--- config.mk ---
export PLATFORM = sky130hd
export DESIGN_NAME = rgb_to_hsv_convert
export DESIGN_NICKNAME = d
export VERILOG_FILES = /design/src/rtl/rhc_pkg.sv /design/src/rtl/rhc_cell.sv /design/src/rtl/rgb_to_hsv_convert.sv
export SDC_FILE = /design/constraint.sdc
export NUM_CORES = 2
export LEC_CHECK = 0
export BUFFER_PORTS_ARGS = -buffer_cell sky130_fd_sc_hd__buf_2
export CORE_MARGIN = 2
export CORE_UTILIZATION = 34
export CTS_CLUSTER_DIAMETER = 40
export DETAILED_ROUTE_END_ITERATION = 6
export PLACE_DENSITY = 0.46
export SYNTH_ARGS = -nofsm -noshare
export SYNTH_HDL_FRONTEND = slang
export SYNTH_SLANG_ARGS = --single-unit
--- constraint.sdc ---
create_clock -name i_clk -period 14.6 [get_ports i_clk]
set_clock_uncertainty 0.1 [all_clocks]
set_input_delay 1.46 -clock i_clk [delete_from_list [all_inputs] [get_ports i_clk]]
set_output_delay 1.46 -clock i_clk [all_outputs]
set_load 0.05 [all_outputs]
--- src/rtl/rhc_pkg.sv ---
// Package with payload types and constants for the RGB to HSV converter.
`default_nettype none
package rhc_pkg;

    localparam int unsigned HUE_SEXTANT = 3840;
    localparam int unsigned HUE_FULL    = 23040;

    // Sextant of the largest channel.
    localparam logic [1:0] SEXT_RED   = 2'd0;
    localparam logic [1:0] SEXT_GREEN = 2'd1;
    localparam logic [1:0] SEXT_BLUE  = 2'd2;

    typedef struct packed {
        logic [7:0] red_in;
        logic [7:0] green_in;
        logic [7:0] blue_in;
    } t_pix_in;

    typedef struct packed {
        logic [14:0] hue_out;
        logic [15:0] sat_out;
        logic [7:0]  val_out;
    } t_pix_out;

    // Work carried from one divider cell to the next.
    typedef struct packed {
        logic        vld;
        logic [7:0]  den_h;     // max channel, divisor for saturation
        logic [7:0]  den_d;     // delta, divisor for hue
        logic [23:0] rem_s;     // partial remainder, saturation
        logic [23:0] rem_h;     // partial remainder, hue magnitude
        logic [15:0] quo_s;
        logic [15:0] quo_h;     // top four bits stay clear unless the pixel is grey
        logic        neg;       // hue difference was negative
        logic [1:0]  sext;
        logic        grey;
        logic [7:0]  val;
    } t_cell;

endpackage
`default_nettype wire

--- src/rtl/rhc_cell.sv ---
// One restoring-division cell: one quotient bit for saturation and hue.
`default_nettype none
module rhc_cell #(
    parameter int SBIT = 0,
    parameter int HBIT = 0
) (
    input  wire logic           i_clk,
    input  wire logic           i_rst_n,
    input  wire rhc_pkg::t_cell i_cell,
    output rhc_pkg::t_cell      o_cell
);
    rhc_pkg::t_cell r_cell;
    rhc_pkg::t_cell n_cell;
    logic [23:0] w_ds;
    logic [23:0] w_dh;

    always_comb begin
        n_cell = i_cell;
        w_ds   = 24'(i_cell.den_h) << SBIT;
        w_dh   = 24'(i_cell.den_d) << HBIT;
        if (i_cell.rem_s >= w_ds) begin
            n_cell.rem_s       = i_cell.rem_s - w_ds;
            n_cell.quo_s[SBIT] = 1'b1;
        end
        if (i_cell.rem_h >= w_dh) begin
            n_cell.rem_h       = i_cell.rem_h - w_dh;
            n_cell.quo_h[HBIT] = 1'b1;
        end
    end

    always_ff @(posedge i_clk) begin
        if (!i_rst_n) begin
            r_cell.vld <= 1'b0;
        end else begin
            r_cell.vld <= i_cell.vld;
        end
        r_cell.den_h <= n_cell.den_h;
        r_cell.den_d <= n_cell.den_d;
        r_cell.rem_s <= n_cell.rem_s;
        r_cell.rem_h <= n_cell.rem_h;
        r_cell.quo_s <= n_cell.quo_s;
        r_cell.quo_h <= n_cell.quo_h;
        r_cell.neg   <= n_cell.neg;
        r_cell.sext  <= n_cell.sext;
        r_cell.grey  <= n_cell.grey;
        r_cell.val   <= n_cell.val;
    end

    assign o_cell = r_cell;
endmodule
`default_nettype wire

--- src/rtl/rgb_to_hsv_convert.sv ---
// Top level of the RGB to HSV converter: front stage, divider cell row, output stage.
//
//  channel | signals                 | direction | beat
//  pixel   | i_start, o_busy, i_pix  | in        | start && !busy
//  result  | o_done, o_hsv           | out       | done high one cycle
//
// One pixel is accepted every cycle; o_busy is held low outside reset.
// The pipeline has one front stage, sixteen divider cells (one
// quotient bit each for saturation, hue bits in the low twelve), and one output stage.
// Reset is synchronous and clears the front stage and the valid bits.
// The receiver cannot stall, so no result is ever held.
`default_nettype none
module rgb_to_hsv_convert (
    input  wire logic              i_clk,
    input  wire logic              i_rst_n,
    input  wire logic              i_start,
    output logic                   o_busy,
    input  wire rhc_pkg::t_pix_in  i_pix,
    output logic                   o_done,
    output rhc_pkg::t_pix_out      o_hsv
);
    localparam int NCELL = 16;

    rhc_pkg::t_cell w_chain [NCELL+1];
    rhc_pkg::t_cell r_head;
    rhc_pkg::t_cell n_head;
    logic [7:0] w_r, w_g, w_b, w_hi, w_lo, w_dif;
    logic       w_neg;
    logic [1:0] w_sx;

    assign w_r = i_pix.red_in;
    assign w_g = i_pix.green_in;
    assign w_b = i_pix.blue_in;

    always_comb begin
        w_hi = (w_r >= w_g) ? w_r : w_g;
        if (w_b > w_hi) w_hi = w_b;
        w_lo = (w_r <= w_g) ? w_r : w_g;
        if (w_b < w_lo) w_lo = w_b;
        if (w_r == w_hi) begin
            w_sx  = rhc_pkg::SEXT_RED;
            w_neg = w_g < w_b;
            w_dif = w_neg ? w_b - w_g : w_g - w_b;
        end else if (w_g == w_hi) begin
            w_sx  = rhc_pkg::SEXT_GREEN;
            w_neg = w_b < w_r;
            w_dif = w_neg ? w_r - w_b : w_b - w_r;
        end else begin
            w_sx  = rhc_pkg::SEXT_BLUE;
            w_neg = w_r < w_g;
            w_dif = w_neg ? w_g - w_r : w_r - w_g;
        end
        n_head       = '0;
        n_head.vld   = i_start;
        n_head.den_h = w_hi;
        n_head.den_d = w_hi - w_lo;
        n_head.rem_s = 24'(w_hi - w_lo) * 24'd65535;
        n_head.rem_h = 24'(w_dif) * 24'(rhc_pkg::HUE_SEXTANT);
        n_head.neg   = w_neg;
        n_head.sext  = w_sx;
        n_head.grey  = (w_hi == w_lo);
        n_head.val   = w_hi;
    end

    always_ff @(posedge i_clk) begin
        if (!i_rst_n) begin
            r_head <= '0;
        end else begin
            r_head <= n_head;
        end
    end

    assign w_chain[0] = r_head;

    for (genvar k = 0; k < NCELL; k++) begin : g_cell
        rhc_cell #(.SBIT(NCELL-1-k), .HBIT(NCELL-1-k)) u_cell (
            .i_clk (i_clk),
            .i_rst_n(i_rst_n),
            .i_cell(w_chain[k]),
            .o_cell(w_chain[k+1])
        );
    end

    rhc_pkg::t_cell w_t;
    logic [15:0] w_base, w_hue;
    logic        r_done;
    rhc_pkg::t_pix_out r_hsv;

    assign w_t = w_chain[NCELL];

    always_comb begin
        case (w_t.sext)
            rhc_pkg::SEXT_GREEN: w_base = 16'(2 * rhc_pkg::HUE_SEXTANT);
            rhc_pkg::SEXT_BLUE:  w_base = 16'(4 * rhc_pkg::HUE_SEXTANT);
            default:             w_base = 16'(rhc_pkg::HUE_FULL);
        endcase
        if (w_t.neg) w_hue = w_base - w_t.quo_h;
        else         w_hue = w_base + w_t.quo_h;
        if (w_t.sext == rhc_pkg::SEXT_RED && !w_t.neg) w_hue = w_t.quo_h;
        if (w_hue >= 16'(rhc_pkg::HUE_FULL)) w_hue = w_hue - 16'(rhc_pkg::HUE_FULL);
    end

    always_ff @(posedge i_clk) begin
        if (!i_rst_n) begin
            r_done <= 1'b0;
        end else begin
            r_done <= w_t.vld;
        end
        r_hsv.hue_out <= w_t.grey ? '0 : w_hue[14:0];
        r_hsv.sat_out <= w_t.grey ? '0 : w_t.quo_s;
        r_hsv.val_out <= w_t.val;
    end

    assign o_busy = !i_rst_n;
    assign o_done = r_done;
    assign o_hsv  = r_hsv;

    a_hue_range: assert property (@(posedge i_clk) disable iff (!i_rst_n)
        o_done |-> o_hsv.hue_out < 15'(rhc_pkg::HUE_FULL))
        else $error("hue out of range");
    a_grey: assert property (@(posedge i_clk) disable iff (!i_rst_n)
        (o_done && o_hsv.val_out == 8'd0) |-> o_hsv.sat_out == 16'd0)
        else $error("black pixel with saturation");
    a_lat: assert property (@(posedge i_clk) disable iff (!i_rst_n)
        $past(r_head.vld, 17) |-> o_done)
        else $error("result lost");
endmodule
`default_nettype wire

=== After elaboration in Yosys (flattened, before gate mapping) ===
Cells that the tools add are included.

* Add/sub/neg operators: 41
* $mul: 2
* Order comparisons: 40
* Equality and inequality tests: 5
* Multiplexer cells: 46
* Bitwise gates (word level): 1
* Reduce and logical (&&, ||, !) cells: 5

{| class="wikitable"
|+ Operators with widths
! cell !! count
|-
| 2-to-1 mux 24 bit || 30
|-
| 2-to-1 mux 8 bit || 9
|-
| subtractor 8 bit || 7
|-
| >= comparator 24 x 10 -> 1 bit || 2
|-
| >= comparator 24 x 11 -> 1 bit || 2
|-
| >= comparator 24 x 12 -> 1 bit || 2
|-
| >= comparator 24 x 13 -> 1 bit || 2
|-
| >= comparator 24 x 14 -> 1 bit || 2
|-
| >= comparator 24 x 15 -> 1 bit || 2
|-
| >= comparator 24 x 16 -> 1 bit || 2
|-
| >= comparator 24 x 17 -> 1 bit || 2
|-
| >= comparator 24 x 18 -> 1 bit || 2
|-
| >= comparator 24 x 19 -> 1 bit || 2
|-
| >= comparator 24 x 20 -> 1 bit || 2
|-
| >= comparator 24 x 21 -> 1 bit || 2
|-
| >= comparator 24 x 22 -> 1 bit || 2
|-
| >= comparator 24 x 23 -> 1 bit || 2
|-
| >= comparator 24 x 8 -> 1 bit || 2
|-
| >= comparator 24 x 9 -> 1 bit || 2
|-
| subtractor 24 x 10 -> 24 bit || 2
|-
| subtractor 24 x 11 -> 24 bit || 2
|-
| subtractor 24 x 12 -> 24 bit || 2
|-
| subtractor 24 x 13 -> 24 bit || 2
|-
| subtractor 24 x 14 -> 24 bit || 2
|-
| other kinds (34) || 52
|}

* Register bits: 1701
* Input bits: 27
* Logic and storage cells: 344

=== Depth between registers and ports, before layout ===
* Depth in word-level cells: 8
* Gate-level depth with buffers: 51
* Depth with buffers taken out: 50

=== Hierarchy ===
From an unflattened synthesis, not the netlist that was laid out.

* Cell total of the unflattened synthesis: 6093
* Area, all modules: 67397.1 sq um

{| class="wikitable"
|+ By module, submodules not included
! module !! instances !! cells an instance !! area an instance (sq um) !! sequential area each (sq um)
|-
| rgb_to_hsv_convert || 1 || 1126 || 9524.1 || 1921.8
|-
| rhc_cell (g_cell[14].u_cell) || 1 || 359 || 3888.7 || 2182.1
|-
| rhc_cell (g_cell[12].u_cell) || 1 || 348 || 3797.4 || 2182.1
|-
| rhc_cell (g_cell[15].u_cell) || 1 || 343 || 3784.9 || 2182.1
|-
| rhc_cell (g_cell[13].u_cell) || 1 || 336 || 3743.6 || 2182.1
|-
| rhc_cell (g_cell[11].u_cell) || 1 || 334 || 3731.1 || 2182.1
|-
| rhc_cell (g_cell[8].u_cell) || 1 || 316 || 3673.5 || 2182.1
|-
| rhc_cell (g_cell[9].u_cell) || 1 || 313 || 3661.0 || 2182.1
|-
| rhc_cell (g_cell[6].u_cell) || 1 || 314 || 3649.8 || 2182.1
|-
| rhc_cell (g_cell[10].u_cell) || 1 || 313 || 3642.2 || 2182.1
|-
| rhc_cell (g_cell[5].u_cell) || 1 || 305 || 3603.5 || 2182.1
|-
| rhc_cell (g_cell[7].u_cell) || 1 || 300 || 3598.5 || 2182.1
|-
| rhc_cell (g_cell[3].u_cell) || 1 || 287 || 3478.3 || 2182.1
|-
| rhc_cell (g_cell[2].u_cell) || 1 || 286 || 3474.6 || 2182.1
|-
| 3 more rows || n/a || n/a || n/a || n/a
|}

=== Worst setup path before layout ===
OpenSTA, ideal clock, no wires.

* Path type: input to register
* Start point: input port i_pix[16] (netlist name)
* End point: register r_head[91] (netlist name)
* Setup time: 0.128 ns
* Data arrival time: 11.138 ns
* Data required time: 14.372 ns
* Setup slack: 3.234 ns
* Stages on the path: 47
* Buffers on the path: 2
* Cells stage by stage: inv_1 -> ha_1 -> inv_1 -> fa_1 -> nand3_1 -> nand3_1 -> a21oi_4 -> clkbuf_1 -> mux2i_1 -> ha_1 -> a21oi_1 -> nor2b_1 -> o21ai_0 -> nand2b_1 -> a211oi_1 -> o21a_1 -> buf_2 -> nor3_1 -> [11 not listed] -> inv_1 -> fa_1 -> inv_1 -> fa_1 -> ha_1 -> ha_1 -> nor2b_1 -> o21ai_0 -> a21boi_0 -> o21a_1 -> o21ai_0 -> a21oi_1 -> o21ai_0 -> a21oi_1 -> o41ai_1 -> o21ai_0 -> xnor2_1 -> nor2_1

* Word-level cells in the longest chain between the ends: 6
* Elaborated cells on any way between the ends: 10
* Classes of those cells: add/sub: 1; mul: 1; order compare: 4; mux: 4

{| class="wikitable"
|+ Ends and longest elaborated chain
! item !! line !! source
|-
| start: declaration || rgb_to_hsv_convert.sv:18 || <nowiki>input wire rhc_pkg::t_pix_in i_pix,</nowiki>
|-
| >= comparator 8 bit or less-or-equal comparator 8 bit (tied branches) || rgb_to_hsv_convert.sv:36, rgb_to_hsv_convert.sv:38 ||
|-
| 2-to-1 mux 8 bit (on tied branches) || rgb_to_hsv_convert.sv:36, rgb_to_hsv_convert.sv:38 ||
|-
| > comparator 8 bit or less-than comparator 8 bit (tied branches) || rgb_to_hsv_convert.sv:37, rgb_to_hsv_convert.sv:39 ||
|-
| 2-to-1 mux 8 bit (on tied branches) || rgb_to_hsv_convert.sv:37, rgb_to_hsv_convert.sv:39 ||
|-
| subtractor 8 x 8 -> 9 bit * || rgb_to_hsv_convert.sv:57 || <nowiki>n_head.rem_s = 24'(w_hi - w_lo) * 24'd65535;</nowiki>
|-
| multiplier 9 x 17 -> 24 bit * || rgb_to_hsv_convert.sv:57 ||
|-
| end signal: assignment || rgb_to_hsv_convert.sv:69 || <nowiki>r_head <= n_head;</nowiki>
|-
| end: declaration || rgb_to_hsv_convert.sv:25 || <nowiki>rhc_pkg::t_cell r_head;</nowiki>
|}

Every way passes the cells marked *; elsewhere a longest branch is shown, timed or not.
A chain may end at the register's enable or synchronous reset.

=== Final worst setup path ===
* Start point: input port i_pix[9] (netlist name)
* End point: register r_head[91] (netlist name)

The elaborated chain is that of the path after synthesis.

==> reports/summary.txt <==
DR vias = 33600
Status = complete, no violations
Mapped Area = 0.0517 mm^2
Pin count of the biggest net entering global routing = 40
EDFF count, synth = 0
Critical path type = in2reg
Grt total ovfl = 0
Slowest stage cell on the critical path = fa_1
Initial DRC count = 1008
Fillers = 15000
Synth Register Bits = 1309
Post-route minimum period = 11960 ps
Num CTS Buffers = 177
Die Span Y = 394 um
DRC = 0
Post CTS Setup Buffer Count = 0
Hold Fails Final Rpt = 0
YS warnings = 0
Layout cells sized above 1 = 8.48%
Simple-Gate Fraction of Synth Area = 13.3%
Placer Congestion = 0.818
RSZ-0062 raised after global routing = no
Post-route setup TNS = 0 ps
Post-synthesis sequential area ratio = 50.7%
Gates resized, CTS repair = 0
Max stage delay on crit path = 620 ps
Least-Margin Pin Slew = 1110 ps
Hold crit path type = reg2reg
Vias in the first global route = 34500
Avg Synthesized Cell Area = 10.2 um^2
Cell taking the most area after synthesis = dfxtp_1
H-tree Lvls = 4
Synth Area in XOR/XNOR = 7.25%
Gate Count Post-Synth = 5072
TritonCTS clock tree = yes
Routed Antenna Nets = 0
Syn nets = 5568
Final period utilization = 81.9%
I/O pins = 68
Effective utilization at floorplan = 34.1%
Cts hold-fix bufs = 0
Clock Sinks = 1309
Min-Delay Path Depth = 0
Most frequent cells after synthesis = dfxtp_1 (1309), inv_1 (471), ha_1 (394), nor2_1 (363), nand2_1 (288)
Detailed placer's ending HPWL = 80100 um
Top-count cell post-synth = dfxtp_1
DRT Pass-1 Iters = 5
Global-route wire length before repair = 171000 um
Routed length per placed instance = 13.9 um
Relative slew slack = 25.7%
Area Overhead vs Synth = 17.4%
Finished Cell Area = 0.0607 mm^2
Clock transition at path regs = 60 ps
Final WL = 103000 um
Compound-cell area share of the yosys netlist = 10.5%
Final core utilization = 40.1%
CP arrival = 12500 ps
Mux contribution to synthesized area = 1.70%
Vias per cell = 4.52
Die Span X = 394 um
Fin. max-slew vios = 0
Die area = 0.155 mm^2
Core box area = 0.152 mm^2
Clock Latency Late Sink = 770 ps
Clock root buffer = clkbuf_16
Post-synth top area share = 50.7%
Gr usage total = 13.3%
Crit path launch type = primary input
Max clock buf depth = 3
Max Cap Viol = 0
Crit-path max FO = 16
Top post-synthesis cells by area = dfxtp_1 (51%), ha_1 (9.5%), xnor2_1 (4.2%), inv_1 (3.4%), xor2_1 (3.1%)
Port Buffer Count = 67
# setup viols final = 0
Area after DPL = 0.0544 mm^2
Adder-cell share of the synthesized area = 12.5%
Top_reg_cell synth = dfxtp_1
Max Fclk = 0.0836 GHz
Initial antenna violation count = 1
Crit. End Element = flop
Layout Nets = 5749
Post-synthesis async set-or-reset flop share = 0%
Cell row count = 143
Combinational family with the most area after synthesis = simple AND/OR/NAND/NOR gates
R2r worst-path depth = 17
Worst EP required = 15140 ps
Yosys cell types = 85
## sequential cells by signal (all words and copies together) (netlist names)
name / count
o_done: 1
g_cell.u_cell.o_cell: 1213
r_head: 56
o_hsv: 39
## cells by family after synthesis
family	after synthesis
AND/OR/NAND/NOR	1357
multiplexers	84
adder cells (fa/ha/maj)	470
buffers and inverters	555
XOR/XNOR	427
AO/OA/AOI/OAI	870
flip-flops	1309
## through the flow
step                      instances  setup slack [ps]  hold WS, ps
after detailed placement       7104              1880          212
after floorplan                5072              3230          210
after CTS                      7432              2680          188
final                          7433              2640          195
after global placement         7104              1940          210
after global routing           7432              1750          198
## final timing paths
check | slack (ps) | start | to
min | 190 | g_cell[1].u_cell.o_cell[27]$_DFF_P_ | g_cell[2].u_cell.o_cell[27]$_DFF_P_
min reg2reg | 190 | g_cell[1].u_cell.o_cell[27]$_DFF_P_ | g_cell[2].u_cell.o_cell[27]$_DFF_P_
max | 2640 | i_pix[9] | r_head[91]$_SDFF_PN0_
max reg2reg | 10010 | g_cell[15].u_cell.o_cell[12]$_SDFF_PP1_ | o_hsv[34]$_SDFF_PP0_
## area by class of cell
type,count,area (um^2),share of cell area (%)
flip-flops and latches,1309,26200,43.2
inverters,472,1770,2.92
clock buffers,224,4870,8.02
repair buffers,85,470,0.775
diodes,1,2.50,0.00412
clock inverters,104,1440,2.36
well taps,2030,2540,4.18
multi-input cells,3208,23400,38.6
## cell usage in the layout (no fill, tap or decap), types with 15 or more instances in the layout
master,n
a21o_1,159
nand3b_1,20
clkbuf_16,178
clkinv_2,18
fa_1,75
buf_2,67
buf_4,18
nor2b_1,100
xnor2_1,245
nor3_1,99
nor2_1,363
xor2_1,181
or3_1,38
nand3_1,43
inv_6,25
nand2_1,288
dfxtp_1,1309
mux2_2,22
o21ai_0,223
and2_1,51
clkbuf_8,24
a21oi_1,262
o21a_1,15
nand4b_1,15
bufinv_16,18
or4_1,27
clkbuf_1,22
nand4_1,44
a211oi_1,17
mux2i_1,57
a31oi_1,20
nand2b_1,106
o31ai_1,34
nor4_1,95
ha_1,394
a21boi_0,33
inv_1,471
## per-layer routing
layer,GRT usage (%),up-vias,wire (um)
li1,-,17500,-
met1,14.8,15500,44000
met2,24.9,417,53100
met3,2.74,190,3400
met4,4.65,0,2750
met5,0,-,0
## critical path: cells and delay by family
family,cells,cell delay [ps]
xor+xnor,3,550
compound gates,18,4080
simple gates,8,1130
mux,1,390
buf+inv,6,940
fa+ha+maj,10,3930
Power is not shown: default switching activity piles up to over one toggle a cycle in this logic, so the estimate is an artifact.
